==> src/rtl/square_tone_channel_with_length_counter_defines.svh <==
// ----------------------------------------------------------------------------
// Square tone channel assertion macros
// Shared concurrent assertion forms used by the channel RTL.
// ----------------------------------------------------------------------------
`ifndef SQUARE_TONE_CHANNEL_WITH_LENGTH_COUNTER_DEFINES_SVH
`define SQUARE_TONE_CHANNEL_WITH_LENGTH_COUNTER_DEFINES_SVH

// Same-cycle implication, disabled while reset is asserted.
`define STC_ASSERT_NOW(label, clk, rst_n, ante, cons) \
    label: assert property (@(posedge clk) disable iff (!rst_n) (ante) |-> (cons)) \
        else $error("stc assertion failed");

// Next-cycle implication, disabled while reset is asserted.
`define STC_ASSERT_NEXT(label, clk, rst_n, ante, cons) \
    label: assert property (@(posedge clk) disable iff (!rst_n) (ante) |=> (cons)) \
        else $error("stc assertion failed");

`endif

==> src/rtl/stc_pkg.sv <==
// ----------------------------------------------------------------------------
// Square tone channel package
// Transaction types, address and opcode codes, and lookup tables.
// ----------------------------------------------------------------------------
package stc_pkg;

    localparam logic [1:0] OP_TICK  = 2'd0;
    localparam logic [1:0] OP_WRITE = 2'd1;
    localparam logic [1:0] OP_READ  = 2'd2;

    localparam logic [15:0] ADDR_CONTROL   = 16'h4000;
    localparam logic [15:0] ADDR_PERIOD_LO = 16'h4002;
    localparam logic [15:0] ADDR_PERIOD_HI = 16'h4003;
    localparam logic [15:0] ADDR_STATUS    = 16'h4015;

    localparam logic [7:0] SILENT_LEVEL = 8'h80;
    localparam logic [7:0] CPS_RESET    = 8'd40;

    localparam logic KIND_SAMPLE = 1'b0;
    localparam logic KIND_READ   = 1'b1;

    // Control byte bit positions
    localparam int HALT_BIT      = 5;
    localparam int CONST_VOL_BIT = 4;

    // APB register index
    localparam logic REG_CPS = 1'b0;

    typedef struct packed {
        logic [1:0]  opcode;
        logic        frame_start;
        logic [15:0] bus_address;
        logic [7:0]  write_data;
    } t_in_item;

    typedef struct packed {
        logic        result_kind;
        logic [7:0]  sample_level;
        logic        read_data;
    } t_out_item;

    function automatic logic [6:0] len_lookup(input logic [4:0] idx);
        logic [6:0] v;
        case (idx)
            5'd0:  v = 7'h05;  5'd1:  v = 7'h7F;  5'd2:  v = 7'h0A;  5'd3:  v = 7'h01;
            5'd4:  v = 7'h13;  5'd5:  v = 7'h02;  5'd6:  v = 7'h28;  5'd7:  v = 7'h03;
            5'd8:  v = 7'h50;  5'd9:  v = 7'h04;  5'd10: v = 7'h1E;  5'd11: v = 7'h05;
            5'd12: v = 7'h07;  5'd13: v = 7'h06;  5'd14: v = 7'h0D;  5'd15: v = 7'h07;
            5'd16: v = 7'h06;  5'd17: v = 7'h08;  5'd18: v = 7'h0C;  5'd19: v = 7'h09;
            5'd20: v = 7'h18;  5'd21: v = 7'h0A;  5'd22: v = 7'h30;  5'd23: v = 7'h0B;
            5'd24: v = 7'h60;  5'd25: v = 7'h0C;  5'd26: v = 7'h24;  5'd27: v = 7'h0D;
            5'd28: v = 7'h08;  5'd29: v = 7'h0E;  5'd30: v = 7'h10;  default: v = 7'h0F;
        endcase
        return v;
    endfunction

    function automatic logic [3:0] duty_pos(input logic [1:0] sel);
        logic [3:0] v;
        case (sel)
            2'd0:    v = 4'd2;
            2'd1:    v = 4'd4;
            2'd2:    v = 4'd8;
            default: v = 4'd12;
        endcase
        return v;
    endfunction

    function automatic logic [3:0] duty_neg(input logic [1:0] sel);
        logic [3:0] v;
        case (sel)
            2'd0:    v = 4'd14;
            2'd1:    v = 4'd12;
            2'd2:    v = 4'd8;
            default: v = 4'd4;
        endcase
        return v;
    endfunction

endpackage

==> src/rtl/square_tone_channel_with_length_counter.sv <==
// ----------------------------------------------------------------------------
// Square tone channel with length counter
// Pulse-wave voice with duty sequencer, length counter and status readback.
// ----------------------------------------------------------------------------
// The channel takes one transaction per clock cycle while it is ready: sample
// ticks, bus writes and bus reads are each finished in the cycle they are
// accepted, with all state updated at that edge. A tick or a read yields one
// result transaction, registered into the output register or the skid entry;
// a write yields none. Results pass through an output register backed by one
// skid entry, so the input stays ready while a single result waits downstream
// and only drops ready once two results are pending. Configuration
// (cycles_per_sample, byte address 0) is written over the APB-style port.
// ----------------------------------------------------------------------------
module square_tone_channel_with_length_counter (
    input  logic                i_clk,
    input  logic                i_rst_n,
    // Input transaction channel
    input  logic                i_in_valid,
    output logic                o_in_ready,
    input  stc_pkg::t_in_item   i_in_data,
    // Result transaction channel
    output logic                o_out_valid,
    input  logic                i_out_ready,
    output stc_pkg::t_out_item  o_out_data,
    // Configuration port
    input  logic                psel,
    input  logic                penable,
    input  logic                pwrite,
    input  logic [2:0]          paddr,
    input  logic [31:0]         pwdata,
    output logic [31:0]         prdata,
    output logic                pready
);
    import stc_pkg::*;

    logic      accept;
    logic      has_result;
    logic      can_push;
    logic [7:0] cps;
    t_out_item result;

    // Accept whenever the result stage has room for one more transaction
    assign o_in_ready = can_push;
    assign accept     = i_in_valid && can_push;

    stc_apb u_apb (
        .i_clk               (i_clk),
        .i_rst_n             (i_rst_n),
        .psel                (psel),
        .penable             (penable),
        .pwrite              (pwrite),
        .paddr               (paddr),
        .pwdata              (pwdata),
        .prdata              (prdata),
        .pready              (pready),
        .o_cycles_per_sample (cps)
    );

    // Compute the next state and result for the incoming transaction
    stc_voice u_voice (
        .i_clk               (i_clk),
        .i_rst_n             (i_rst_n),
        .i_accept            (accept),
        .i_item              (i_in_data),
        .i_cycles_per_sample (cps),
        .o_has_result        (has_result),
        .o_result            (result)
    );

    // Hold results until the consumer takes them
    stc_skid u_skid (
        .i_clk       (i_clk),
        .i_rst_n     (i_rst_n),
        .i_push      (accept && has_result),
        .i_data      (result),
        .o_can_push  (can_push),
        .o_out_valid (o_out_valid),
        .i_out_ready (i_out_ready),
        .o_out_data  (o_out_data)
    );

endmodule

==> src/rtl/stc_apb.sv <==
// ----------------------------------------------------------------------------
// Square tone channel configuration port
// APB-style slave holding the cycles-per-sample register.
// ----------------------------------------------------------------------------
module stc_apb (
    input  logic        i_clk,
    input  logic        i_rst_n,
    input  logic        psel,
    input  logic        penable,
    input  logic        pwrite,
    input  logic [2:0]  paddr,
    input  logic [31:0] pwdata,
    output logic [31:0] prdata,
    output logic        pready,
    output logic [7:0]  o_cycles_per_sample
);
    import stc_pkg::*;

    logic [7:0] r_cps;
    logic       wr_en;

    assign pready = 1'b1;
    assign wr_en  = psel && penable && pwrite && pready && (paddr[2] == REG_CPS);

    always_ff @(posedge i_clk) begin
        if (!i_rst_n) begin
            r_cps <= CPS_RESET;
        end else if (wr_en) begin
            r_cps <= pwdata[7:0];
        end
    end

    always_comb begin
        prdata = '0;
        if (paddr[2] == REG_CPS) begin
            prdata = {24'd0, r_cps};
        end
    end

    assign o_cycles_per_sample = r_cps;

endmodule

==> src/rtl/stc_voice.sv <==
// ----------------------------------------------------------------------------
// Square tone channel voice
// Register state, phase/duty update and bus decode for one transaction.
// ----------------------------------------------------------------------------
module stc_voice (
    input  logic                i_clk,
    input  logic                i_rst_n,
    input  logic                i_accept,
    input  stc_pkg::t_in_item   i_item,
    input  logic [7:0]          i_cycles_per_sample,
    output logic                o_has_result,
    output stc_pkg::t_out_item  o_result
);
    import stc_pkg::*;

    logic [7:0]  r_control, n_control;
    logic [7:0]  r_period_lo, n_period_lo;
    logic [7:0]  r_period_hi, n_period_hi;
    logic [6:0]  r_length, n_length;
    logic [6:0]  r_saved, n_saved;
    logic [11:0] r_phase, n_phase;
    logic [11:0] r_latched, n_latched;
    logic [3:0]  r_duty, n_duty;
    logic        r_polarity, n_polarity;
    logic [7:0]  r_level, n_level;
    logic        r_armed, n_armed;

    logic [1:0]  sel;
    logic        armed;
    logic [6:0]  len_dec;

    assign sel   = r_control[7:6];
    assign armed = r_armed | i_item.frame_start;
    assign len_dec = (!r_control[HALT_BIT] && (r_length != 7'd0)) ? r_length - 7'd1 : r_length;

    always_comb begin
        n_control  = r_control;
        n_period_lo = r_period_lo;
        n_period_hi = r_period_hi;
        n_length   = r_length;
        n_saved    = r_saved;
        n_phase    = r_phase;
        n_latched  = r_latched;
        n_duty     = r_duty;
        n_polarity = r_polarity;
        n_level    = r_level;
        n_armed    = r_armed;
        o_has_result = 1'b0;
        o_result     = '0;
        case (i_item.opcode)
            OP_TICK: begin
                n_armed = armed;
                if (r_phase < r_latched) begin
                    n_phase = r_phase + {4'd0, i_cycles_per_sample};
                end else if (r_duty != 4'd0) begin
                    n_duty  = r_duty - 4'd1;
                    n_phase = r_phase - r_latched;
                end else if (r_polarity && armed) begin
                    // Recalculate: phase restarts at zero and then advances once
                    n_armed    = 1'b0;
                    n_polarity = 1'b0;
                    n_length   = len_dec;
                    n_latched  = {1'b0, r_period_hi[2:0], r_period_lo} + 12'd1;
                    n_duty     = duty_pos(sel);
                    n_phase    = {4'd0, i_cycles_per_sample};
                    if (!r_control[CONST_VOL_BIT] && (len_dec == 7'd0)) begin
                        n_level = SILENT_LEVEL;
                    end else begin
                        n_level = {1'b0, r_control[3:0], 3'b000};
                    end
                end else begin
                    n_duty     = r_polarity ? duty_pos(sel) : duty_neg(sel);
                    n_level    = 8'd0 - r_level;
                    n_polarity = ~r_polarity;
                    n_phase    = r_phase - r_latched;
                end
                o_has_result          = 1'b1;
                o_result.result_kind  = KIND_SAMPLE;
                o_result.sample_level = n_level;
            end
            OP_WRITE: begin
                if (i_item.bus_address == ADDR_CONTROL) begin
                    n_control = i_item.write_data;
                end else if (i_item.bus_address == ADDR_PERIOD_LO) begin
                    n_period_lo = i_item.write_data;
                end else if (i_item.bus_address == ADDR_PERIOD_HI) begin
                    n_period_hi = i_item.write_data;
                    n_length    = len_lookup(i_item.write_data[7:3]);
                end else if (i_item.bus_address == ADDR_STATUS) begin
                    if (i_item.write_data[0]) begin
                        n_length = r_saved;
                    end else begin
                        n_saved  = r_length;
                        n_length = 7'd0;
                    end
                end
            end
            OP_READ: begin
                o_has_result         = 1'b1;
                o_result.result_kind = KIND_READ;
                o_result.read_data   = (i_item.bus_address == ADDR_STATUS)
                                       && (r_length != 7'd0);
            end
            default: begin
            end
        endcase
    end

    always_ff @(posedge i_clk) begin
        if (!i_rst_n) begin
            r_control   <= '0;
            r_period_lo <= '0;
            r_period_hi <= '0;
            r_length    <= '0;
            r_saved     <= '0;
            r_phase     <= '0;
            r_latched   <= '0;
            r_duty      <= '0;
            r_polarity  <= 1'b0;
            r_level     <= SILENT_LEVEL;
            r_armed     <= 1'b0;
        end else if (i_accept) begin
            r_control   <= n_control;
            r_period_lo <= n_period_lo;
            r_period_hi <= n_period_hi;
            r_length    <= n_length;
            r_saved     <= n_saved;
            r_phase     <= n_phase;
            r_latched   <= n_latched;
            r_duty      <= n_duty;
            r_polarity  <= n_polarity;
            r_level     <= n_level;
            r_armed     <= n_armed;
        end
    end

endmodule

==> src/rtl/stc_skid.sv <==
// ----------------------------------------------------------------------------
// Square tone channel result stage
// Output register plus one skid entry; input is refused only while the skid is full.
// ----------------------------------------------------------------------------
module stc_skid (
    input  logic                i_clk,
    input  logic                i_rst_n,
    input  logic                i_push,
    input  stc_pkg::t_out_item  i_data,
    output logic                o_can_push,
    output logic                o_out_valid,
    input  logic                i_out_ready,
    output stc_pkg::t_out_item  o_out_data
);
    import stc_pkg::*;

`include "square_tone_channel_with_length_counter_defines.svh"

    logic      r_out_vld, r_skid_vld;
    t_out_item r_out_data, r_skid_data;
    logic      pop;

    assign pop        = r_out_vld && i_out_ready;
    assign o_can_push = !r_skid_vld;

    always_ff @(posedge i_clk) begin
        if (!i_rst_n) begin
            r_out_vld  <= 1'b0;
            r_skid_vld <= 1'b0;
        end else if (r_skid_vld) begin
            if (pop) begin
                r_out_vld  <= 1'b1;
                r_skid_vld <= 1'b0;
            end
        end else if (i_push) begin
            if (!r_out_vld || pop) begin
                r_out_vld <= 1'b1;
            end else begin
                r_skid_vld <= 1'b1;
            end
        end else if (pop) begin
            r_out_vld <= 1'b0;
        end
    end

    always_ff @(posedge i_clk) begin
        if (r_skid_vld) begin
            if (pop) begin
                r_out_data <= r_skid_data;
            end
        end else if (i_push) begin
            if (!r_out_vld || pop) begin
                r_out_data <= i_data;
            end else begin
                r_skid_data <= i_data;
            end
        end
    end

    assign o_out_valid = r_out_vld;
    assign o_out_data  = r_out_data;

    `STC_ASSERT_NOW(a_skid_behind_out, i_clk, i_rst_n, r_skid_vld, r_out_vld)
    `STC_ASSERT_NEXT(a_skid_drains, i_clk, i_rst_n, r_skid_vld && pop, r_out_vld && !r_skid_vld)
    `STC_ASSERT_NEXT(a_push_lands, i_clk, i_rst_n, i_push && !r_skid_vld && !r_out_vld, r_out_vld && (r_out_data == $past(i_data)))

endmodule

==> config.mk <==
export PLATFORM = sky130hd
export DESIGN_NAME = square_tone_channel_with_length_counter
export DESIGN_NICKNAME = d
export VERILOG_FILES = /design/src/rtl/stc_pkg.sv /design/src/rtl/square_tone_channel_with_length_counter.sv /design/src/rtl/stc_apb.sv /design/src/rtl/stc_voice.sv /design/src/rtl/stc_skid.sv
export VERILOG_INCLUDE_DIRS = /design/src /design/src/rtl
export SDC_FILE = /design/constraint.sdc
export NUM_CORES = 1
export LEC_CHECK = 0
export ABC_AREA = 1
export BUFFER_PORTS_ARGS = -buffer_cell sky130_fd_sc_hd__buf_2
export CAP_MARGIN = 10
export CORE_ASPECT_RATIO = 1.75
export CORE_MARGIN = 5
export CORE_UTILIZATION = 63
export CTS_BUF_LIST = sky130_fd_sc_hd__clkbuf_4
export DETAILED_ROUTE_END_ITERATION = 7
export GPL_TIMING_DRIVEN = 0
export PLACE_DENSITY = 0.95
export RECOVER_POWER = 25
export SLEW_MARGIN = 10
export SYNTH_ARGS = -nofsm -noshare
export SYNTH_HDL_FRONTEND = slang
export SYNTH_SLANG_ARGS = --single-unit
==> constraint.sdc <==
create_clock -name i_clk -period 5.31 [get_ports i_clk]
set_clock_uncertainty 0.2 [all_clocks]
set_input_delay 0.531 -clock i_clk [delete_from_list [all_inputs] [get_ports i_clk]]
set_output_delay 0.531 -clock i_clk [all_outputs]
set_load 0.05 [all_outputs]
==> results of run 1 <==
worst max-delay path, cell delays in order (launching register included):
cell	delay, ns
dfxtp_1	0.39
inv_1	0.05
ha_1	0.21
fa_1	0.51
o21ai_2	0.25
nand3_2	0.12
nand3_4	0.21
nand2_4	0.15
nor2_8	0.17
inv_2	0.06
buf_6	0.14
a31oi_1	0.14
nor3b_1	0.07
per-stage QoR:
| stage | hold slack [ns] | cell area [um2] |
|---|---|---|
| final | 0.0576 | 7240 |
| after global routing | 0.0528 | 7240 |
| after CTS | 0.0429 | 7260 |
| after detailed placement | 0.239 | 7100 |
| after global placement | 0.235 | 7100 |
| after floorplan | 0.224 | 6650 |
how the worst max path moves through the flow:
stage,start,to,slack (ns),cells after the start
floorplan,u_voice.r_phase[0],u_skid.o_out_data[8],2.85,12
global placement,u_voice.r_phase[0],u_voice.r_latched[11],2.62,12
detailed placement,u_voice.r_phase[0],u_voice.r_latched[11],2.58,12
CTS,u_voice.r_phase[0],u_voice.r_latched[11],2.54,12
global route,u_voice.r_phase[0],u_voice.r_phase[7],2.20,10
finish,u_voice.r_phase[0],u_voice.r_latched[11],2.52,12
sequential cells by signal (all words and copies together), names as in the netlist:
| register | cells |
|---|---|
| u_voice.r_latched | 12 |
| u_voice.r_phase | 12 |
| u_skid.o_out_data | 10 |
| u_skid.r_skid_data | 10 |
| u_apb.o_cycles_per_sample | 8 |
| u_voice.r_control | 8 |
| u_voice.r_level | 8 |
| u_voice.r_period_lo | 8 |
| u_voice.r_length | 7 |
| u_voice.r_saved | 7 |
| u_voice.r_duty | 4 |
| u_voice.r_period_hi | 3 |
| u_skid.o_out_valid | 1 |
| u_skid.r_skid_vld | 1 |
| u_voice.r_armed | 1 |
| u_voice.r_polarity | 1 |
area by class of cell:
| class | instances | area (um2) | area share |
|---|---|---|---|
| inverters | 126 | 475 | 0.0657 |
| clock inverters | 7 | 91.3 | 0.0126 |
| multi-input cells | 654 | 3630 | 0.502 |
| well taps | 127 | 159 | 0.0220 |
| diodes | 1 | 2.50 | 0.000346 |
| flip-flops and latches | 101 | 2220 | 0.307 |
| clock buffers | 9 | 67.6 | 0.00934 |
| repair buffers | 59 | 280 | 0.0387 |
| plain buffers | 50 | 307 | 0.0424 |
layout by cell type, fill, tap and decap left out, types with 4 or more instances in the layout:
| cell type | Yosys | layout |
|---|---|---|
| nand2_1 | 170 | 170 |
| inv_1 | 112 | 112 |
| a21oi_1 | 105 | 105 |
| dfxtp_1 | 81 | 81 |
| o21ai_0 | 72 | 72 |
| nor2_1 | 61 | 61 |
| buf_2 | 2 | 49 |
| nand3_1 | 40 | 41 |
| clkbuf_1 | 19 | 31 |
| ha_1 | 31 | 31 |
| buf_4 | 27 | 27 |
| conb_1 | 2 | 25 |
| edfxtp_1 | 20 | 20 |
| xor2_1 | 17 | 17 |
| o21ai_1 | 17 | 17 |
| inv_2 | 11 | 11 |
| a31oi_1 | 9 | 9 |
| clkbuf_4 | 0 | 9 |
| nor3_1 | 8 | 8 |
| nand4_1 | 8 | 8 |
| o211ai_1 | 7 | 7 |
| nand2_2 | 6 | 6 |
| or2_2 | 5 | 5 |
| xnor2_1 | 5 | 5 |
| nor2_4 | 4 | 4 |
| a21o_1 | 4 | 4 |
| nor3_2 | 4 | 4 |
| nand2_4 | 4 | 4 |
| nor2_2 | 4 | 4 |
| nand3b_1 | 4 | 4 |
| a211oi_1 | 4 | 4 |
power groups by stage:
stage | clock network, mW | registers (mW) | logic, mW
after detailed placement | 0 | 0.840 | 0.522
after CTS | 0.449 | 0.823 | 0.527
after global placement | 0 | 0.839 | 0.509
final | 0.447 | 0.824 | 0.532
after global routing | 0.479 | 0.827 | 0.582
after floorplan | 0 | 0.849 | 0.395
per-layer routing:
metal  part of all wire  global-route usage  vias to the layer above
met5                  0                   0                        -
met4              0.060               0.180                        0
met3              0.068              0.0573                      101
met2               0.53               0.510                      309
met1               0.34               0.275                     2946
li1                   -                   -                     3164
logic make-up (layout without fill, tap and decap cells):
family	Yosys count	in the layout	share of synthesized area
simple gates	330	330	0.239
fa+ha+maj	33	33	0.0652
flops	101	101	0.339
xor+xnor	22	22	0.0294
buf+inv	176	251	0.119
compound gates	244	244	0.208
other cells	2	26	0.00114
==> results_dict.tcl, run 1 <==
set metrics [dict create \
    hp-class "primary input to flop" \
    cts_hold_buf 0 \
    dr.pass1.iters 5 \
    min_period_ns 2.79 \
    hold_start "pwdata[3]" \
    vias_per_cell 5.75 \
    synthTopCellsByCount "170 x nand2_1, 112 x inv_1, 105 x a21oi_1" \
    critPathArrivalTime_ns 2.96 \
    syn2layout_area_growth_pct 10.3 \
    pwr-share-seq 0.457 \
    synthFlopType "dfxtp_1" \
    vias 6520 \
    cts.clk_slew.worst_paths_ns 0.17 \
    ios 114 \
    power_mw 1.80 \
    cts_sinks 101 \
    ff2ff_setup_slack_ns 2.52 \
    placementRows 49 \
    tightest_slew_ns 0.923 \
    status "finished, final reports clean" \
    utilization 0.707 \
    start_util 0.641 \
    yosys.area.top_type_share 0.247 \
    synth_top_area_cell "dfxtp_1" \
    tns_ns 0 \
    syn_area_um2 6560 \
    setup_slack_ns 2.52 \
    post-cts-setup-buffer-count 0 \
    dp_cells 1117 \
    dp.final_hpwl_mm 13.7 \
    clock_path_buffers 2 \
    ys_async_sr_fraction 0 \
    cts_root_buf "clkbuf_4" \
    r2r-end "u_voice.r_latched[11]" \
    fin_cells 1134 \
    switching_share 0.374 \
    grt_overflow 0 \
    pwr-share-comb 0.295 \
    dieArea_um2 12600 \
    cts_buffers 9 \
    route.detailed.drc 0 \
    hold_path_depth 3 \
    wirelength_mm 17.7 \
    power.internal_mw 1.13 \
    cap_violations 0 \
    syn_inst 908 \
    critPathLaunchType "flop" \
    antenna_found_initial 1 \
    setup_viol 0 \
    core_um2 10200 \
    die_h_um 145 \
    worstSetupEndpointType "flop" \
    required_ns 5.49 \
    clock_latency_ns 0.50 \
    syn_area_per_cell_um2 7.23 \
    grt.total_usage 0.280 \
    finalHoldViolCount 0 \
    slew_headroom 0.382 \
    reg2reg_depth 12 \
    dp_slack_ns 2.58 \
    die_w_um 87.2 \
    htree_levels 3 \
    cts_resized 0 \
    crit-reg2reg-launch "u_voice.r_phase[0]" \
    ys_seq_area_frac 0.339 \
    fmax_mhz 359 \
    critical_path_class "flop to flop" \
    leakage_nw 3.32 \
    portBuffers 59 \
    drt_iter0_drc 336 \
    cts_tree "built" \
    final_nets 1103 \
    grt_pass1_vias 6376 \
    path_max_fanout 10 \
    ant_nets 0 \
    yosysMostFrequentCell "nand2_1" \
    gp_congestion 0.974 \
    peakVddDrop_mv 0.137 \
    grt_pass1_wl_mm 28.4 \
    yosys-top-cells-area "dfxtp_1 25%, nand2_1 9.7%, edfxtp_1 9.2%, a21oi_1 8.0%, inv_1 6.4%" \
    grt_max_degree 20 \
    p_per_area_nw_per_um2 249 \
    rsz0062_at_grt "false" \
    fin_crit_sh 0.525 \
    ys_types 61 \
    wl_per_cell_um 15.6 \
    holdPathEnd "u_apb.o_cycles_per_sample[3]" \
    drive_gt1_frac 0.146 \
    fill_cells 856 \
    maxSlewViolCount 0 \
    p_sw_mw 0.675 \
    synth_edf_count 20 \
    p_clk_frac 0.248 \
    ys_seq_elements 101 \
    synth_warnings 0 \
]
No activity file was read; power rests on OpenSTA's default activity.
==> inputs of run 2 (changes only) <==
--- a/config.mk
+++ b/config.mk
@@ -11,11 +11,11 @@
 export CAP_MARGIN = 10
 export CORE_ASPECT_RATIO = 1.75
 export CORE_MARGIN = 5
-export CORE_UTILIZATION = 63
+export CORE_UTILIZATION = 53
 export CTS_BUF_LIST = sky130_fd_sc_hd__clkbuf_4
 export DETAILED_ROUTE_END_ITERATION = 7
 export GPL_TIMING_DRIVEN = 0
-export PLACE_DENSITY = 0.95
+export PLACE_DENSITY = 0.86
 export RECOVER_POWER = 25
 export SLEW_MARGIN = 10
 export SYNTH_ARGS = -nofsm -noshare
==> constraint.sdc (replaced) <==
create_clock -name i_clk -period 2.4 [get_ports i_clk]
set_clock_uncertainty 0.2 [all_clocks]
set_input_delay 0.24 -clock i_clk [delete_from_list [all_inputs] [get_ports i_clk]]
set_output_delay 0.24 -clock i_clk [all_outputs]
set_load 0.05 [all_outputs]
==> run 2 against run 1 <==
The flow now finishes with violations (setup timing); clock-buffer cell count unchanged; worst setup slack got worse by 2.6 ns; final cell count grew 7.1%; combinational power rose to 2.7 times the previous value; first-iteration DRC count grew 37%; final area is 9.9% higher; critical path depth is 1 higher; global-route usage down 4.1 points; hold slack worse by 0.031 ns; critical endpoint is now u_skid.o_out_data[5].
==> results_dict.tcl, run 2 (same netlist as run 1, synthesis figures left out) <==
set metrics [dict create \
    status "complete, but fails checks" \
    violations "setup timing" \
    grt_max_degree 20 \
    top_regs "u_voice.r_latched (12), u_voice.r_phase (12)" \
    cts_root_buf "clkbuf_4" \
    cts_sinks 101 \
    peakVddDrop_mv 0.311 \
    tightest_slew_ns 0.883 \
    grt_pass1_vias 6374 \
    p_per_area_nw_per_um2 518 \
    slowest_delay_ns 0.38 \
    htree_levels 3 \
    fin_crit_sh 1.02 \
    core_um2 12100 \
    power.internal_mw 2.53 \
    clock_latency_ns 0.50 \
    dr.pass1.iters 5 \
    placementRows 53 \
    rsz0062_at_grt "true" \
    grt.total_usage 0.239 \
    utilization 0.659 \
    cts_buffers 9 \
    gp_congestion 0.975 \
    critPathLaunchType "flop" \
    setup_slack_ns -0.0525 \
    dp_slack_ns -0.258 \
    route.detailed.drc 0 \
    leakage_nw 3.53 \
    antenna_found_initial 1 \
    dp_cells 1155 \
    clock_path_buffers 2 \
    p_clk_frac 0.216 \
    hp-class "primary input to flop" \
    critPathArrivalTime_ns 2.54 \
    layout_commonest_cell "nand2_1" \
    die_w_um 94.1 \
    fin_cells 1214 \
    slew_headroom 0.409 \
    die_h_um 157 \
    drive_gt1_frac 0.214 \
    final_nets 1145 \
    dp.final_hpwl_mm 12.7 \
    cts.clk_slew.worst_paths_ns 0.18 \
    final_cell_mix "159 x nand2_1, 106 x inv_1, 98 x a21oi_1" \
    hold_slack_ns 0.0264 \
    ios 114 \
    worstSetupEndpointType "flop" \
    path_common_cell "nand2_1" \
    switching_share 0.386 \
    tns_ns -0.242 \
    setup_viol 10 \
    drt_iter0_drc 459 \
    pwr-share-comb 0.342 \
    start_util 0.544 \
    critical_path_class "flop to flop" \
    cap_violations 0 \
    wl_per_cell_um 14.9 \
    portBuffers 59 \
    vias_per_cell 5.45 \
    vias 6618 \
    syn2layout_area_growth_pct 21.1 \
    maxSlewViolCount 0 \
    cts_tree "built" \
    crit_path_cell_trace "inv_1, ha_1, a21oi_2, o21bai_1, nand2_1, nand3_4, nand2_4, buf_8, nor2_2, nand2_2, nand2_1, nand3_1, nand2_1" \
    finalHoldViolCount 0 \
    grt_overflow 0 \
    grt_pass1_wl_mm 28.5 \
    cpMaxStageDelayCell "dfxtp_1" \
    required_ns 2.49 \
    dieArea_um2 14800 \
    wirelength_mm 18.0 \
    path_max_fanout 10 \
    min_period_ns 2.45 \
    ant_nets 0 \
    p_sw_mw 1.59 \
    pwr-share-seq 0.443 \
    fmax_mhz 408 \
]
## run 2: layer usage
metal,global-route usage,part of all wire,vias up
li1,-,-,3252
met1,0.260,0.36,2966
met2,0.447,0.53,315
met3,0.0297,0.062,85
met4,0.118,0.052,0
met5,0,0,-
## run 2: through the flow
stage | total power [mW] | cell area (um2)
2_1_floorplan | 2.75 | 6650
3_3_place_gp | 2.98 | 7150
3_5_place_dp | 3.00 | 7150
4_1_cts | 4.00 | 7710
5_1_grt | 4.32 | 7950
6_report | 4.12 | 7950
## run 2: worst paths after layout
| kind | start | to | slack (ns) | cells after the start |
|---|---|---|---|---|
| worst min-delay path | i_in_data[26] | u_skid.o_out_data[9] | 0.03 | 5 |
| worst max-delay path | u_voice.r_latched[5] | u_skid.o_out_data[5] | -0.05 | 13 |
| worst min register to register | u_voice.r_control[0] | u_voice.r_control[0] | 0.26 | 2 |
| worst max register to register | u_voice.r_latched[5] | u_skid.o_out_data[5] | -0.05 | 13 |
## run 2: worst max-delay path: cells and delay by family, from the launching register on
family | cells | cell delay, ns
fa+ha+maj | 1 | 0.37
compound gates | 2 | 0.30
buf+inv | 2 | 0.22
flops | 1 | 0.38
simple gates | 8 | 0.78
## run 2: power groups by stage
stage          logic, mW  clock network [mW]  registers [mW]
3_5_place_dp        1.15                   0            1.85
5_1_grt             1.53               0.962            1.83
6_report            1.41               0.889            1.82
3_3_place_gp        1.13                   0            1.85
4_1_cts             1.29               0.891            1.82
2_1_floorplan      0.874                   0            1.88
## run 2: layout make-up
cell class | count | area, um2
Tap cell | 165 | 206
Clock buffer | 9 | 67.6
Antenna cell | 1 | 2.50
Clock inverter | 7 | 67.6
Multi-Input combinational cell | 654 | 3890
Fill cell | 975 | 4120
Inverter | 126 | 489
Timing Repair Buffer | 101 | 681
Sequential cell | 101 | 2230
Buffer | 50 | 319
## run 2: what timing repair did
action,in CTS,in global routing
pin swaps,10,16
setup endpoints to repair,57,57
setup buffers,12,9
gates resized for setup,28,57
hold endpoints to repair,32,0
gates cloned,0,1
hold buffers,21,0
==> inputs of run 3 (changes only) <==
--- a/config.mk
+++ b/config.mk
@@ -20,4 +20,5 @@
 export SLEW_MARGIN = 10
 export SYNTH_ARGS = -nofsm -noshare
 export SYNTH_HDL_FRONTEND = slang
+export SYNTH_HIERARCHICAL = 1
 export SYNTH_SLANG_ARGS = --single-unit
==> run 3 against run 2 <==
The run still ends with setup timing left; critical path depth is 2 lower; wire length increased by 7.9%; first-iteration DRC count fell by 24%; synthesized cell count is 5.0% higher; sequential share of layout area fell by 1.3 points; final area increased by 5.4%; via count increased by 5.2%; maximum frequency rose by 1.3%; global-route usage grew 0.80 points; largest power group unchanged.
==> results_dict.tcl, run 3 <==
set metrics [dict create \
    status "complete, but fails checks" \
    violations "setup timing" \
    ant_nets 0 \
    vias_per_cell 5.45 \
    seq_area_um2 2240 \
    grt.total_usage 0.247 \
    hp-class "primary input to flop" \
    clock_latency_ns 0.50 \
    path_max_fanout 8 \
    yosys-top-cells-area "dfxtp_1 24%, nand2_1 9.4%, edfxtp_1 8.8%, inv_1 6.6%, a21oi_1 6.1%" \
    core_um2 12800 \
    synthTopCellsByCount "172 x nand2_1, 121 x inv_1, 84 x a21oi_1" \
    grt_max_degree 22 \
    fin_crit_sh 1.01 \
    power_mw 4.31 \
    start_util 0.534 \
    synth-adder-area-share 0.0626 \
    yosys.area.top_type_share 0.237 \
    gp_congestion 0.936 \
    final_cell_mix "161 x nand2_1, 119 x inv_1, 77 x a21oi_1" \
    worstSetupEndpointType "flop" \
    route.detailed.drc 0 \
    fill_cells 1050 \
    wirelength_mm 19.5 \
    wl_per_cell_um 15.2 \
    setup_slack_ns -0.0205 \
    dp.final_hpwl_mm 13.7 \
    clock_path_buffers 2 \
    syn_area_um2 6840 \
    setup_viol 9 \
    top_regs "u_voice/r_latched (12), u_voice/r_phase (12)" \
    drive_gt1_frac 0.226 \
    critPathArrivalTime_ns 2.62 \
    muxShareOfSynthArea 0 \
    critPathLaunchType "flop" \
    vias 6963 \
    dr.pass1.iters 5 \
    rsz0062_at_grt "true" \
    crit_path_cell_trace "inv_2, ha_4, fa_2, o21ai_4, nand3_2, nand3_4, nand2_2, nand2_4, nand2_4, o21ai_1, nor2_1" \
    placementRows 55 \
    synth_xor_area_frac 0.0359 \
    syn2layout_area_growth_pct 22.6 \
    yosys.area_share.simple 0.270 \
    ff2ff_setup_slack_ns -0.02 \
    cap_violations 0 \
    cpMaxStageDelayCell "fa_2" \
    hold_start "i_in_data[7]" \
    hold_slack_ns 0.0342 \
    yosysMostFrequentCell "nand2_1" \
    cts_buffers 9 \
    cts_sinks 101 \
    reg2reg_depth 11 \
    drt_iter0_drc 348 \
    leakage_nw 3.65 \
    synth-compound-area-share 0.179 \
    slew_headroom 0.400 \
    hold_path_depth 3 \
    synth_edf_count 20 \
    r2r-end "u_voice/r_length[6]" \
    grt_pass1_vias 6543 \
    ys_seq_area_frac 0.325 \
    final_nets 1203 \
    ios 114 \
    synth_warnings 6 \
    path_common_cell "nand2_4" \
    cts_tree "built" \
    portBuffers 60 \
    utilization 0.655 \
    grt_overflow 0 \
    dieArea_um2 15400 \
    die_h_um 160 \
    grt_pass1_wl_mm 30.2 \
    synth_top_area_cell "dfxtp_1" \
    syn_inst 953 \
    maxSlewViolCount 0 \
    antenna_found_initial 1 \
    crit-reg2reg-launch "u_voice/r_phase[0]" \
    synth_top_family_by_area "simple AND/OR/NAND/NOR gates" \
    ys_seq_elements 101 \
    layout_commonest_cell "nand2_1" \
    critical_path_class "flop to flop" \
    htree_levels 3 \
    cts_root_buf "clkbuf_4" \
    required_ns 2.60 \
    tightest_slew_ns 0.901 \
    synthFlopType "dfxtp_1" \
    cts.clk_slew.worst_paths_ns 0.18 \
    ys_types 57 \
    syn_area_per_cell_um2 7.18 \
    p_per_area_nw_per_um2 515 \
    min_period_ns 2.42 \
    slowest_delay_ns 0.40 \
    finalHoldViolCount 0 \
    ys_async_sr_fraction 0 \
    holdPathEnd "u_voice/r_control[7]" \
    peakVddDrop_mv 0.303 \
    die_w_um 95.9 \
    fmax_mhz 413 \
    multiInputGateArea_um2 4100 \
]
[run 3: cell count changes after synthesis, sizes merged, moves of 5 or more]
cell / before / now
a31oi: 10 / 5
buf: 31 / 36
a21oi: 107 / 93
nand3: 45 / 67
inv: 124 / 133
clkbuf: 19 / 12
nor2: 70 / 103
[run 3: worst max path at each step]
stage | start | to | cells past startpoint
floorplan | u_voice/r_phase[0] | u_skid/o_out_data[8] | 13
global placement | u_voice/r_phase[0] | u_voice/r_latched[1] | 11
detailed placement | u_voice/r_phase[0] | u_skid/o_out_data[3] | 13
CTS | u_voice/r_latched[10] | u_skid/o_out_data[5] | 13
global route | u_voice/r_phase[0] | u_skid/o_out_data[3] | 13
finish | u_voice/r_phase[0] | u_voice/r_length[6] | 11
[run 3: layout make-up]
class | count | area share
clock buffer | 9 | 0.00806
sequential | 101 | 0.267
timing repair buffer | 114 | 0.0946
tap | 171 | 0.0255
inverter | 136 | 0.0637
multi-input combinational | 691 | 0.489
buffer | 48 | 0.0416
antenna | 1 | 0.000299
clock inverter | 7 | 0.0100
[run 3: power by group]
part	switching, mW	leakage [nW]	total (mW)	internal [mW]
Combinational	0.963	2.71	1.54	0.580
Clock	0.679	0.0820	0.936	0.258
Sequential	0.0508	0.852	1.84	1.79
[run 3: repair_timing]
action	in CTS	in global routing
buffers inserted	8	9
endpoints found under the hold margin	28	0
hold buffers	37	0
pin swaps	9	30
gates resized for setup	35	52
endpoints found under the setup margin	60	45
[run 3: cells by family after synthesis]
group / Yosys count
buf+inv: 184
other cells: 2
xor+xnor: 28
compound gates: 217
simple gates: 388
fa+ha+maj: 33
flops: 101
[run 3: metrics by stage]
step	TNS (ns)	instances	setup slack, ns	instance area [um2]
after global routing	-2.14	1278	-0.106	8380
after floorplan	0	976	0.0419	6920
after CTS	0	1268	0.00514	8160
final	-0.0961	1278	-0.0205	8380
after global placement	-7.03	1207	-0.292	7440
after detailed placement	-8.59	1207	-0.309	7440
[run 3: worst max-delay path, delay by kind of cell, from the launching register on]
kind                       cells  cell delay (ns)
and+or+nand+nor                6             0.80
buffers and inverters          1             0.04
DFF                            1             0.37
adders and majority gates      2             0.55
AOI/OAI and AO/OA              2             0.37
[run 3: per-layer routing]
metal | share of wire | GRT usage | vias to the layer above
met4 | 0.067 | 0.172 | 0
li1 | - | - | 3383
met1 | 0.36 | 0.249 | 3182
met5 | 0 | 0 | -
met3 | 0.054 | 0.0438 | 83
met2 | 0.52 | 0.442 | 315
